### src/rtl/band_threshold_run_encoder_unit_assert.svh
// ---------------------------------------------------------------------------
// Assertion macros for the band threshold run encoder
// Concurrent checks that compile away when SYNTH is defined.
// ---------------------------------------------------------------------------
`ifndef BAND_THRESHOLD_RUN_ENCODER_UNIT_ASSERT_SVH
`define BAND_THRESHOLD_RUN_ENCODER_UNIT_ASSERT_SVH

`ifndef SYNTH
// property holds whenever the antecedent holds, same cycle
`define BTRE_ASSERT_IMPL(label, clk, rst_n, ante, cons) \
  label: assert property (@(posedge clk) disable iff (!rst_n) (ante) |-> (cons)) \
    else $error("btre assertion failed");
// consequence must hold in the cycle after the antecedent
`define BTRE_ASSERT_NEXT(label, clk, rst_n, ante, cons) \
  label: assert property (@(posedge clk) disable iff (!rst_n) (ante) |=> (cons)) \
    else $error("btre assertion failed");
`else
`define BTRE_ASSERT_IMPL(label, clk, rst_n, ante, cons)
`define BTRE_ASSERT_NEXT(label, clk, rst_n, ante, cons)
`endif

`endif

### src/rtl/btre_pkg.sv
// ---------------------------------------------------------------------------
// btre_pkg
// Widths, register codes and shared types of the band threshold run encoder.
// ---------------------------------------------------------------------------
package btre_pkg;

  localparam int PIXEL_W     = 8;
  localparam int LEN_W       = 13;
  localparam int COL_W       = 12;
  localparam int ROW_W       = 12;
  localparam int CFG_IDX_W   = 2;
  localparam int CFG_DATA_W  = 13;
  localparam int MAX_COLUMNS = 4096;

  localparam logic [PIXEL_W-1:0] LOW_LEVEL_RST  = 8'd128;
  localparam logic [PIXEL_W-1:0] HIGH_LEVEL_RST = 8'd255;
  localparam logic [LEN_W-1:0]   ROW_LENGTH_RST = 13'd640;

  // configuration register indexes
  typedef enum logic [CFG_IDX_W-1:0] {
    CFG_LOW_LEVEL  = 2'd0,
    CFG_HIGH_LEVEL = 2'd1,
    CFG_ROW_LENGTH = 2'd2
  } cfg_idx_e;

  // settings as the datapath sees them
  typedef struct packed {
    logic [PIXEL_W-1:0] low_level;
    logic [PIXEL_W-1:0] high_level;
    logic [COL_W-1:0]   last_col;
  } cfg_t;

  // one classified pixel sitting in the input register
  typedef struct packed {
    logic valid;
    logic fg;
    logic frame_start;
  } stage_t;

endpackage

### src/rtl/btre_pix_if.sv
// ---------------------------------------------------------------------------
// btre_pix_if
// Pixel stream channel: one gray pixel and its frame start flag per word.
// ---------------------------------------------------------------------------
interface btre_pix_if;
  import btre_pkg::*;

  logic               valid;
  logic               ready;
  logic [PIXEL_W-1:0] pixel;
  logic               frame_start;

  modport source (output valid, pixel, frame_start, input ready);
  modport sink   (input valid, pixel, frame_start, output ready);
endinterface

### src/rtl/btre_run_if.sv
// ---------------------------------------------------------------------------
// btre_run_if
// Run channel: row, first and last column of one finished run per word.
// ---------------------------------------------------------------------------
interface btre_run_if;
  import btre_pkg::*;

  logic             valid;
  logic             ready;
  logic [ROW_W-1:0] run_row;
  logic [COL_W-1:0] run_first;
  logic [COL_W-1:0] run_last;

  modport source (output valid, run_row, run_first, run_last, input ready);
  modport sink   (input valid, run_row, run_first, run_last, output ready);
endinterface

### src/rtl/btre_cfg_if.sv
// ---------------------------------------------------------------------------
// btre_cfg_if
// Configuration write channel: register index and write data per word.
// ---------------------------------------------------------------------------
interface btre_cfg_if;
  import btre_pkg::*;

  logic                  valid;
  logic                  ready;
  logic [CFG_IDX_W-1:0]  index;
  logic [CFG_DATA_W-1:0] data;

  modport source (output valid, index, data, input ready);
  modport sink   (input valid, index, data, output ready);
endinterface

### src/rtl/btre_cfg_regs.sv
// ---------------------------------------------------------------------------
// btre_cfg_regs
// Level and row length registers; derives the clamped last column.
// ---------------------------------------------------------------------------
module btre_cfg_regs (
  input  logic                           clk_i,
  input  logic                           rst_ni,
  input  logic                           wr_en_i,
  input  logic [btre_pkg::CFG_IDX_W-1:0]  wr_idx_i,
  input  logic [btre_pkg::CFG_DATA_W-1:0] wr_data_i,
  output btre_pkg::cfg_t                 cfg_o
);
  import btre_pkg::*;

  logic [PIXEL_W-1:0] low_level_q;
  logic [PIXEL_W-1:0] high_level_q;
  logic [LEN_W-1:0]   row_length_q;
  logic [LEN_W-1:0]   len_m1;

  always_ff @(posedge clk_i or negedge rst_ni) begin
    if (!rst_ni) begin
      low_level_q  <= LOW_LEVEL_RST;
      high_level_q <= HIGH_LEVEL_RST;
      row_length_q <= ROW_LENGTH_RST;
    end else if (wr_en_i) begin
      case (cfg_idx_e'(wr_idx_i))
        CFG_LOW_LEVEL:  low_level_q  <= wr_data_i[PIXEL_W-1:0];
        CFG_HIGH_LEVEL: high_level_q <= wr_data_i[PIXEL_W-1:0];
        CFG_ROW_LENGTH: row_length_q <= wr_data_i[LEN_W-1:0];
        default: ;
      endcase
    end
  end

  // zero acts as one, anything above MAX_COLUMNS saturates
  always_comb begin
    len_m1 = row_length_q - LEN_W'(1);
    if (row_length_q == '0) begin
      len_m1 = '0;
    end else if (row_length_q > LEN_W'(MAX_COLUMNS)) begin
      len_m1 = LEN_W'(MAX_COLUMNS - 1);
    end
  end

  assign cfg_o.low_level  = low_level_q;
  assign cfg_o.high_level = high_level_q;
  assign cfg_o.last_col   = len_m1[COL_W-1:0];
endmodule

### src/rtl/btre_in_stage.sv
// ---------------------------------------------------------------------------
// btre_in_stage
// Input register: classifies the pixel against the band on the way in.
// ---------------------------------------------------------------------------
module btre_in_stage (
  input  logic                        clk_i,
  input  logic                        rst_ni,
  input  btre_pkg::cfg_t              cfg_i,
  input  logic                        valid_i,
  output logic                        ready_o,
  input  logic [btre_pkg::PIXEL_W-1:0] pixel_i,
  input  logic                        frame_start_i,
  input  logic                        advance_i,
  output btre_pkg::stage_t            stage_o
);
  import btre_pkg::*;

  logic valid_q;
  logic fg_q;
  logic frame_q;
  logic fg_d;

  // stage frees up when empty or when the core takes its word this cycle
  assign ready_o = !valid_q || advance_i;

  assign fg_d = (pixel_i >= cfg_i.low_level) && (pixel_i <= cfg_i.high_level);

  always_ff @(posedge clk_i or negedge rst_ni) begin
    if (!rst_ni) begin
      valid_q <= 1'b0;
    end else if (ready_o) begin
      valid_q <= valid_i;
    end
  end

  always_ff @(posedge clk_i) begin
    if (ready_o && valid_i) begin
      fg_q    <= fg_d;
      frame_q <= frame_start_i;
    end
  end

  assign stage_o.valid       = valid_q;
  assign stage_o.fg          = fg_q;
  assign stage_o.frame_start = frame_q;
endmodule

### src/rtl/btre_run_core.sv
// ---------------------------------------------------------------------------
// btre_run_core
// Row/column counters, run tracking and the result register.
// ---------------------------------------------------------------------------
`include "band_threshold_run_encoder_unit_assert.svh"

module btre_run_core (
  input  logic                      clk_i,
  input  logic                      rst_ni,
  input  btre_pkg::cfg_t            cfg_i,
  input  btre_pkg::stage_t          stage_i,
  output logic                      advance_o,
  output logic                      res_valid_o,
  input  logic                      res_ready_i,
  output logic [btre_pkg::ROW_W-1:0] res_row_o,
  output logic [btre_pkg::COL_W-1:0] res_first_o,
  output logic [btre_pkg::COL_W-1:0] res_last_o
);
  import btre_pkg::*;

  logic             in_run_q, in_run_d;
  logic [COL_W-1:0] start_col_q, start_col_d;
  logic [COL_W-1:0] col_q, col_d;
  logic [ROW_W-1:0] row_q, row_d;
  logic             res_valid_q, res_valid_d;
  logic [ROW_W-1:0] res_row_q;
  logic [COL_W-1:0] res_first_q, res_last_q;

  logic             take;
  logic             run_cur;
  logic [COL_W-1:0] col_cur;
  logic [ROW_W-1:0] row_cur;
  logic             is_last;
  logic             emit;
  logic [COL_W-1:0] emit_first, emit_last;

  // result register drains or is empty
  assign advance_o = !res_valid_q || res_ready_i;
  assign take      = advance_o && stage_i.valid;

  always_comb begin
    // frame start restarts position and drops an open run
    run_cur = stage_i.frame_start ? 1'b0 : in_run_q;
    col_cur = stage_i.frame_start ? '0   : col_q;
    row_cur = stage_i.frame_start ? '0   : row_q;
    is_last = (col_cur >= cfg_i.last_col);

    in_run_d    = run_cur;
    start_col_d = start_col_q;
    emit        = 1'b0;
    emit_first  = col_cur;
    emit_last   = col_cur;

    if (!run_cur && stage_i.fg) begin
      start_col_d = col_cur;
      if (is_last) begin
        emit = 1'b1;            // run opens and closes on the row's last pixel
      end else begin
        in_run_d = 1'b1;
      end
    end else if (run_cur && !stage_i.fg) begin
      emit       = 1'b1;
      emit_first = start_col_q;
      emit_last  = col_cur - COL_W'(1);
      in_run_d   = 1'b0;
    end else if (run_cur && is_last) begin
      emit       = 1'b1;
      emit_first = start_col_q;
      in_run_d   = 1'b0;
    end

    if (is_last) begin
      col_d = '0;
      row_d = row_cur + ROW_W'(1);  // wraps after the last row
    end else begin
      col_d = col_cur + COL_W'(1);
      row_d = row_cur;
    end

    res_valid_d = stage_i.valid && emit;
  end

  always_ff @(posedge clk_i or negedge rst_ni) begin
    if (!rst_ni) begin
      in_run_q    <= 1'b0;
      start_col_q <= '0;
      col_q       <= '0;
      row_q       <= '0;
      res_valid_q <= 1'b0;
    end else begin
      if (take) begin
        in_run_q    <= in_run_d;
        start_col_q <= start_col_d;
        col_q       <= col_d;
        row_q       <= row_d;
      end
      if (advance_o) begin
        res_valid_q <= res_valid_d;
      end
    end
  end

  always_ff @(posedge clk_i) begin
    if (advance_o && res_valid_d) begin
      res_row_q   <= row_cur;
      res_first_q <= emit_first;
      res_last_q  <= emit_last;
    end
  end

  assign res_valid_o = res_valid_q;
  assign res_row_o   = res_row_q;
  assign res_first_o = res_first_q;
  assign res_last_o  = res_last_q;

  // an open run always started at an earlier column
  `BTRE_ASSERT_IMPL(a_run_start_before_col, clk_i, rst_ni, in_run_q, start_col_q < col_q)
  // a reported run never runs backwards
  `BTRE_ASSERT_IMPL(a_run_ordered, clk_i, rst_ni, res_valid_q, res_first_q <= res_last_q)
  // the row's last pixel rewinds the column and leaves no run open
  `BTRE_ASSERT_NEXT(a_row_end_rewind, clk_i, rst_ni, take && is_last,
                    (col_q == '0) && !in_run_q)
endmodule

### src/rtl/band_threshold_run_encoder_unit.sv
// ---------------------------------------------------------------------------
// band_threshold_run_encoder_unit
// Band threshold run-length encoder for raster gray pixel streams.
// ---------------------------------------------------------------------------
// Takes one gray pixel per word in raster order and reports every maximal
// horizontal run of pixels with low_level <= pixel <= high_level as one word
// (row, first column, last column inclusive). A run closes at the first
// background pixel, whose word carries the run, or at the row's last pixel.
// A pixel word with frame_start set restarts row and column at zero and
// drops any open run unreported. row_length 0 acts as 1, values above 4096
// act as 4096; rows count modulo 4096. Throughput is one pixel per clock:
// while run_o is ready: an input register (band compare) feeds a result
// register (counters and run tracking), which registers the run word of the
// closing pixel. pix_i.ready follows run_o.ready combinationally when both
// registers are full. Config writes are always accepted (cfg_i.ready = 1)
// but must only be issued while no pixel is in flight.
// ---------------------------------------------------------------------------
`include "band_threshold_run_encoder_unit_assert.svh"

module band_threshold_run_encoder_unit (
  input  logic         clk_i,
  input  logic         rst_ni,
  btre_pix_if.sink     pix_i,
  btre_run_if.source   run_o,
  btre_cfg_if.sink     cfg_i
);
  import btre_pkg::*;

  cfg_t   cfg;
  stage_t stage;
  logic   advance;

  // config port never stalls
  assign cfg_i.ready = 1'b1;

  btre_cfg_regs u_cfg_regs (
    .clk_i     (clk_i),
    .rst_ni    (rst_ni),
    .wr_en_i   (cfg_i.valid),
    .wr_idx_i  (cfg_i.index),
    .wr_data_i (cfg_i.data),
    .cfg_o     (cfg)
  );

  // stage 1: capture and classify
  btre_in_stage u_in_stage (
    .clk_i         (clk_i),
    .rst_ni        (rst_ni),
    .cfg_i         (cfg),
    .valid_i       (pix_i.valid),
    .ready_o       (pix_i.ready),
    .pixel_i       (pix_i.pixel),
    .frame_start_i (pix_i.frame_start),
    .advance_i     (advance),
    .stage_o       (stage)
  );

  // stage 2: run tracking and result register
  btre_run_core u_run_core (
    .clk_i       (clk_i),
    .rst_ni      (rst_ni),
    .cfg_i       (cfg),
    .stage_i     (stage),
    .advance_o   (advance),
    .res_valid_o (run_o.valid),
    .res_ready_i (run_o.ready),
    .res_row_o   (run_o.run_row),
    .res_first_o (run_o.run_first),
    .res_last_o  (run_o.run_last)
  );

  // a pending result blocks the pipe only while the sink holds off
  `BTRE_ASSERT_IMPL(a_stall_only_on_backpressure, clk_i, rst_ni,
                    !pix_i.ready, stage.valid && run_o.valid && !run_o.ready)
  // a result word always comes from a pixel held in the input register
  `BTRE_ASSERT_NEXT(a_result_has_source, clk_i, rst_ni,
                    !stage.valid && !run_o.valid, !run_o.valid)
endmodule

### src/flat_wrapper.sv
// flat-port wrapper written by rule: the top's interface ports become plain ports
module band_threshold_run_encoder_unit_flat import btre_pkg::*;
  (clk_i, rst_ni, pix_i_valid, pix_i_pixel, pix_i_frame_start, pix_i_ready, run_o_valid, run_o_run_row, run_o_run_first, run_o_run_last, run_o_ready, cfg_i_valid, cfg_i_index, cfg_i_data, cfg_i_ready);
  btre_pix_if pix_i_i ();
  btre_run_if run_o_i ();
  btre_cfg_if cfg_i_i ();
  input  logic clk_i;
  input  logic rst_ni;
  input wire logic [$bits(pix_i_i.valid)-1:0] pix_i_valid;
  input wire logic [$bits(pix_i_i.pixel)-1:0] pix_i_pixel;
  input wire logic [$bits(pix_i_i.frame_start)-1:0] pix_i_frame_start;
  output wire logic [$bits(pix_i_i.ready)-1:0] pix_i_ready;
  output wire logic [$bits(run_o_i.valid)-1:0] run_o_valid;
  output wire logic [$bits(run_o_i.run_row)-1:0] run_o_run_row;
  output wire logic [$bits(run_o_i.run_first)-1:0] run_o_run_first;
  output wire logic [$bits(run_o_i.run_last)-1:0] run_o_run_last;
  input wire logic [$bits(run_o_i.ready)-1:0] run_o_ready;
  input wire logic [$bits(cfg_i_i.valid)-1:0] cfg_i_valid;
  input wire logic [$bits(cfg_i_i.index)-1:0] cfg_i_index;
  input wire logic [$bits(cfg_i_i.data)-1:0] cfg_i_data;
  output wire logic [$bits(cfg_i_i.ready)-1:0] cfg_i_ready;
  assign pix_i_i.valid = pix_i_valid;
  assign pix_i_i.pixel = pix_i_pixel;
  assign pix_i_i.frame_start = pix_i_frame_start;
  assign pix_i_ready = pix_i_i.ready;
  assign run_o_valid = run_o_i.valid;
  assign run_o_run_row = run_o_i.run_row;
  assign run_o_run_first = run_o_i.run_first;
  assign run_o_run_last = run_o_i.run_last;
  assign run_o_i.ready = run_o_ready;
  assign cfg_i_i.valid = cfg_i_valid;
  assign cfg_i_i.index = cfg_i_index;
  assign cfg_i_i.data = cfg_i_data;
  assign cfg_i_ready = cfg_i_i.ready;
  band_threshold_run_encoder_unit u_core (.clk_i(clk_i), .rst_ni(rst_ni), .pix_i(pix_i_i), .run_o(run_o_i), .cfg_i(cfg_i_i));
endmodule
### config.mk
export PLATFORM = sky130hd
export DESIGN_NAME = band_threshold_run_encoder_unit_flat
export DESIGN_NICKNAME = d
export VERILOG_FILES = /design/src/rtl/btre_pkg.sv /design/src/rtl/btre_pix_if.sv /design/src/rtl/btre_run_if.sv /design/src/rtl/btre_cfg_if.sv /design/src/rtl/btre_cfg_regs.sv /design/src/rtl/btre_in_stage.sv /design/src/rtl/btre_run_core.sv /design/src/rtl/band_threshold_run_encoder_unit.sv /design/src/flat_wrapper.sv
export VERILOG_INCLUDE_DIRS = /design/src /design/src/rtl
export SDC_FILE = /design/constraint.sdc
export NUM_CORES = 1
export LEC_CHECK = 0
export BUFFER_PORTS_ARGS = -buffer_cell sky130_fd_sc_hd__buf_2
export CORE_UTILIZATION = 40
export DETAILED_ROUTE_END_ITERATION = 7
export SLEW_MARGIN = 30
export SYNTH_ARGS = -nofsm -noshare
export SYNTH_HDL_FRONTEND = slang
export SYNTH_SLANG_ARGS = --single-unit
### constraint.sdc
create_clock -name clk_i -period 12.65 [get_ports clk_i]
set_input_delay 1.265 -clock clk_i [delete_from_list [all_inputs] [get_ports clk_i]]
set_output_delay 1.265 -clock clk_i [all_outputs]
set_load 0.05 [all_outputs]
# Yosys cells after proc, flatten, opt, wreduce, memory -nomap -nowiden
# Cells that the tools add are included.
# op_classes
add_sub_neg	4
order_cmp	4
n_eq_ne	2
n_mux	20
n_reduce_logical	20
# op_table
cell	n
$mux W12	11
$add A12 B1 Y12 const B	2
$sub A12 B1 Y12 const B	2
$gt A13 B13 Y1 const B	1
$logic_not A13 Y1	1
$ge A12 B12 Y1	1
$mux W1	9
$ge A8 B8 Y1	1
$le A8 B8 Y1	1
$logic_and A1 B1 Y1	8
$reduce_and A2 Y1	4
$logic_not A1 Y1	4
$eq A2 B1 Y1 const B	1
$eq A2 B2 Y1 const B	1
$logic_not A2 Y1	1
$logic_or A1 B1 Y1	2
# totals
register_bits	106
out_inout_bits	39

# Logic depth before layout (Yosys ltp)
# depth
ltp_word	10
ltp_mapped	16

# Modules after synthesis
# A second synthesis with hierarchy kept.
# hier_totals
cells_unflattened	578
hier_area_um2	5928.2
# by_module_without_submodules
mod	n_inst	cells_each	area_each_um2	seq_area_each_um2
btre_run_core	1	387	3873.7	2031.9
btre_cfg_regs	1	123	1515.2	739.5
btre_in_stage	1	66	528.0	85.1
band_threshold_run_encoder_unit	1	2	11.3	0.0

# Least setup slack after synthesis
# No wires, ideal clock.
# synth_path
kind	flip-flop to flip-flop
from	reg u_core.u_cfg_regs.row_length_q[3]
to	reg u_core.u_run_core.res_first_q[0] (netlist: u_core.u_run_core.res_first_o[0]), enable pin
setup_ns	0.474
arrival_time_ns	5.654
required_ns	12.176
path_slack_ns	6.522
stages_incl_launch_ff	13
synth_period_minus_slack_ns	6.128
path_cell_list	dfrtp_1 -> or3_4 -> or4_4 -> or3_4 -> or3_1 -> clkbuf_2 -> maj3_2 -> ha_1 -> nor3b_1 -> o21ai_0 -> a21oi_1 -> and3_1 -> nor3_1
# synth_between
elab_chain_cells	10
elab_cells_between_ends	13
classes_between	1 x add/sub; 2 x order compare; 6 x mux; 4 x reduce/logical
# synth_lines
element	line	source
start: declaration	btre_cfg_regs.sv:17	logic [LEN_W-1:0] row_length_q;
start signal: assignment	btre_cfg_regs.sv:29	CFG_ROW_LENGTH: row_length_q <= wr_data_i[LEN_W-1:0];
$sub A12 B1 Y12 / $gt A13 B13 Y1 (equally long branches)	btre_cfg_regs.sv:37, btre_cfg_regs.sv:40	
$mux W12	btre_cfg_regs.sv:40	end else if (row_length_q > LEN_W'(MAX_COLUMNS)) begin
$mux W12 *	btre_cfg_regs.sv:38	if (row_length_q == '0) begin
$ge A12 B12 Y1 *	btre_run_core.sv:46	is_last = (col_cur >= cfg_i.last_col);
$logic_and A1 B1 Y1	btre_run_core.sv:66	end else if (run_cur && is_last) begin
$mux W1	btre_run_core.sv:66	
$mux W1	btre_run_core.sv:61	end else if (run_cur && !stage_i.fg) begin
$mux W1 *	btre_run_core.sv:54	if (!run_cur && stage_i.fg) begin
$logic_and A1 B1 Y1 *	btre_run_core.sv:80	res_valid_d = stage_i.valid && emit;
$logic_and A1 B1 Y1 *	btre_run_core.sv:104	if (advance_o && res_valid_d) begin
end signal: assignment	btre_run_core.sv:106	res_first_q <= emit_first;
end: declaration	btre_run_core.sv:27	logic [COL_W-1:0] res_first_q, res_last_q;
# Every way passes the cells marked *; elsewhere a longest branch is shown, timed or not.
# A chain may end at the register's enable or synchronous reset.

# Worst setup path in the final report
# layout_path
from	reg u_core.u_cfg_regs.row_length_q[3]
to	reg u_core.u_run_core.col_q[6]
# layout_between
elab_chain_cells	5
elab_cells_between_ends	7
classes_between	1 x add/sub; 2 x order compare; 3 x mux; 1 x reduce/logical
# layout_lines
element	line	source
$sub A12 B1 Y12 / $gt A13 B13 Y1 (equally long branches)	btre_cfg_regs.sv:37, btre_cfg_regs.sv:40	
$mux W12	btre_cfg_regs.sv:40	
$mux W12 *	btre_cfg_regs.sv:38	
$ge A12 B12 Y1 *	btre_run_core.sv:46	
$mux W12 *	btre_run_core.sv:72	if (is_last) begin
end signal: assignment	btre_run_core.sv:94	col_q <= col_d;
end: declaration	btre_run_core.sv:23	logic [COL_W-1:0] col_q, col_d;
# Marked as above.

==> summary.txt <==
Status - completed
Buffer and inverter count on the worst path - 0
Pwr Density - 154 mW/mm2
Cell Chain, Critical Path - or3_4, or4_4, or3_4, or3_1, maj3_2, ha_1, nor3b_1, o21ai_0, a21oi_1, nand2_1, or4_1, o211ai_1
CTS sink count - 106
Fmax - 0.216 GHz
Yosys warning total - 0
Post-synth top area cell - dfrtp_1
Fin. Hold Viols - 0
Met2 usage - 27.7%
Cell family with most CP delay - simple AND/OR/NAND/NOR gates
Post-synth ARST share - 64.2%
CTS tree - yes
Largest net degree at the start of global routing - 69
Netlist cell types - 57
Final Max Tran Viols - 0
Post-route ant nets - 0
Most frequent cells in the layout - buf_2, dfrtp_1, nand2_1
Syn avg cell area - 10.6 um2
CP required - 12920 ps
DP Wirelength - 8590 um
First-pass GRT wire length - 20200 um
Final worst-path cycle share - 36.5%
CTS Buffer Depth - 2
Cts bufs inserted - 9
Final Power - 0.997 mW
GRT Overall Usage - 17.7%
Dominant synthesized flop cell - dfrtp_1
GPL Wtd Cong - 0.846
Critical Path Max Stage Delay - 630 ps
Core Rows - 43
Leakage power figure - 2.87 nW
Worst-path fanout max - 16
Core footprint - 0.0139 mm2
Nets - 657
Clk Latency, worst-skew pair - 350 ps
Min Clock Period, post-route - 4620 ps
Initial antenna violation count - 0
WS Path Type - register to register
Largest cells by area after synthesis - dfrtp_1, edfxtp_1, mux2_2, ha_1, dfstp_2
Layout area overhead - 13.6%
Hold Buf Count CTS - 0
DR iter-0 viols - 282
Seq/Total Area, Yosys - 50.0%
Via density - 5.27
Commonest non-fill, non-tap cell in the layout - buf_2
Root buf cell - clkbuf_16
Post-CTS Setup Bufs - 0
Share of the synthesized area in the top cell type - 25.0%
Critical Path Start Type - register
Crit-path slowest cell - or4_1
# IOs - 68
Slew of the pin with the lowest slew margin - 832 ps
Die area - 0.0148 mm2
Post-CTS Resized - 0
Met3 GRT Util - 3.37%
Layout cell share with drive strength beyond 1 - 25.0%
Fin Setup TNS - 0 ps
Hold WS - 487 ps
Clock transition at the registers of the reported paths - 70 ps
Worst Setup End Kind - register
Routed wire per std cell - 15.4 um
Overflow after GRT - 0
Initial Utilization - 41.0%
Critical Path Most Common Cell - or3_4
Die H - 122 um
Slew HR - 44.3%
Global routing's busiest layer - met2
Syn Std Cell Area - 0.00572 mm2
DRC - 0
Worst VDD drop - 62.5 uV
FF+latch count, synth - 106
Number of enable flip-flop cells after synthesis - 38
1st-pass router iterations - 4
Final clock skew - 6.53 ps
Met1 Use GR - 24.5%
Worst Path Arrival - 4890 ps
Syn nets - 600
Worst Hold Class - register to register
Maxcap violations - 0
DR vias - 4119
Endpoints failing setup - 0
Fillers - 1303
RSZ-0062 raised after global routing - false
Vias in the first global route - 3991
Ant. Diodes - 0
Drt total wl - 12100 um
Width of the die - 122 um
Cell count after synthesis - 539
H-tree depth reported by CTS - 3
Input/output buffers - 66
## Yosys cell counts, types with 2 or more instances
library cell,count
dfrtp_1,57
nand2_1,47
mux2_2,44
o21ai_0,40
edfxtp_1,38
ha_1,32
inv_1,28
nor2_1,28
nor2b_1,22
clkbuf_1,20
nor3_1,20
a21oi_1,19
nand3_1,17
nand2b_1,13
dfstp_2,11
and3_1,8
xnor2_1,8
mux2i_1,7
nand4_1,7
a21o_1,6
xor2_1,6
and2_1,5
o31ai_1,5
a22oi_1,4
nand3b_1,3
or3_1,3
or4_1,3
a22o_1,2
a31o_2,2
buf_1,2
nor3b_1,2
nor4_1,2
o211ai_1,2
o41ai_1,2
or3_4,2
## worst paths after layout
check	from	end	slack (ps)	cells after the start
min reg2reg	u_core.u_run_core.start_col_q[8]	u_core.u_run_core.start_col_q[8]	490	2
max	u_core.u_cfg_regs.row_length_q[3]	u_core.u_run_core.col_q[6]	8030	12
max reg2reg	u_core.u_cfg_regs.row_length_q[3]	u_core.u_run_core.col_q[6]	8030	12
max in group asynchronous	rst_ni	u_core.u_run_core.row_q[6]	11170	2
min in group asynchronous	rst_ni	u_core.u_run_core.col_q[8]	1010	2
min	u_core.u_run_core.start_col_q[8]	u_core.u_run_core.start_col_q[8]	490	2
## state kept, by name, summed over array words and instances (netlist names), 8 cells and up
signal and flops:
u_core.u_run_core.start_col_q 12, u_core.u_run_core.res_first_o 12, u_core.u_run_core.row_q 12, u_core.u_run_core.res_last_o 12
u_core.u_cfg_regs.row_length_q 13, u_core.u_cfg_regs.high_level_q 8, u_core.u_cfg_regs.low_level_q 8, u_core.u_run_core.col_q 12
u_core.u_run_core.res_row_o 12
## worst register-to-register path, stage by stage, from the launching register on
cell and delay, ps:
dfrtp_1 430, or3_4 420, or4_4 430, or3_4 360
or3_1 420, maj3_2 330, ha_1 270, nor3b_1 190
o21ai_0 110, a21oi_1 360, nand2_1 490, or4_1 640
o211ai_1 100
## layer usage
layer	wire [um]	vias to the layer above
met3	482	11
met1	5930	1971
met4	167	0
li1	-	2044
met2	5480	93
met5	0	-
## logic make-up after synthesis
kind of cell | count (synthesis) | synth area share [%]
fa+ha+maj | 34 | 7.38
compound gates | 94 | 10.1
buf+inv | 52 | 3.50
simple gates | 187 | 16.9
flops | 106 | 50.0
mux | 51 | 9.90
xor+xnor | 14 | 2.15
other cells | 1 | 0.0656
## metrics by stage
step	setup slack, ps	util (%)	std cells	area (um2)
floorplan	6520	-	539	5720
CTS	8010	46.6	781	6490
detailed placement	8020	44.6	765	6220
finish	8030	46.6	781	6490
global route	7660	46.6	781	6490
global placement	7840	44.6	765	6220
## power by group
part	internal [mW]	switching [mW]	total, mW
Sequential	0.424	0.0433	0.467
Clock	0.142	0.120	0.262
Combinational	0.0976	0.171	0.268
## area by class of cell
| class | count | area, um2 | share of cell area (%) |
|---|---|---|---|
| sequential | 106 | 2860 | 44.0 |
| multi-input combinational | 381 | 2670 | 41.1 |
| timing repair buffer | 70 | 364 | 5.61 |
| clock buffer | 12 | 256 | 3.95 |
| tap | 180 | 225 | 3.47 |
| inverter | 28 | 105 | 1.62 |
| clock inverter | 4 | 16.3 | 0.250 |
No activity file was read; power rests on OpenSTA's default activity.
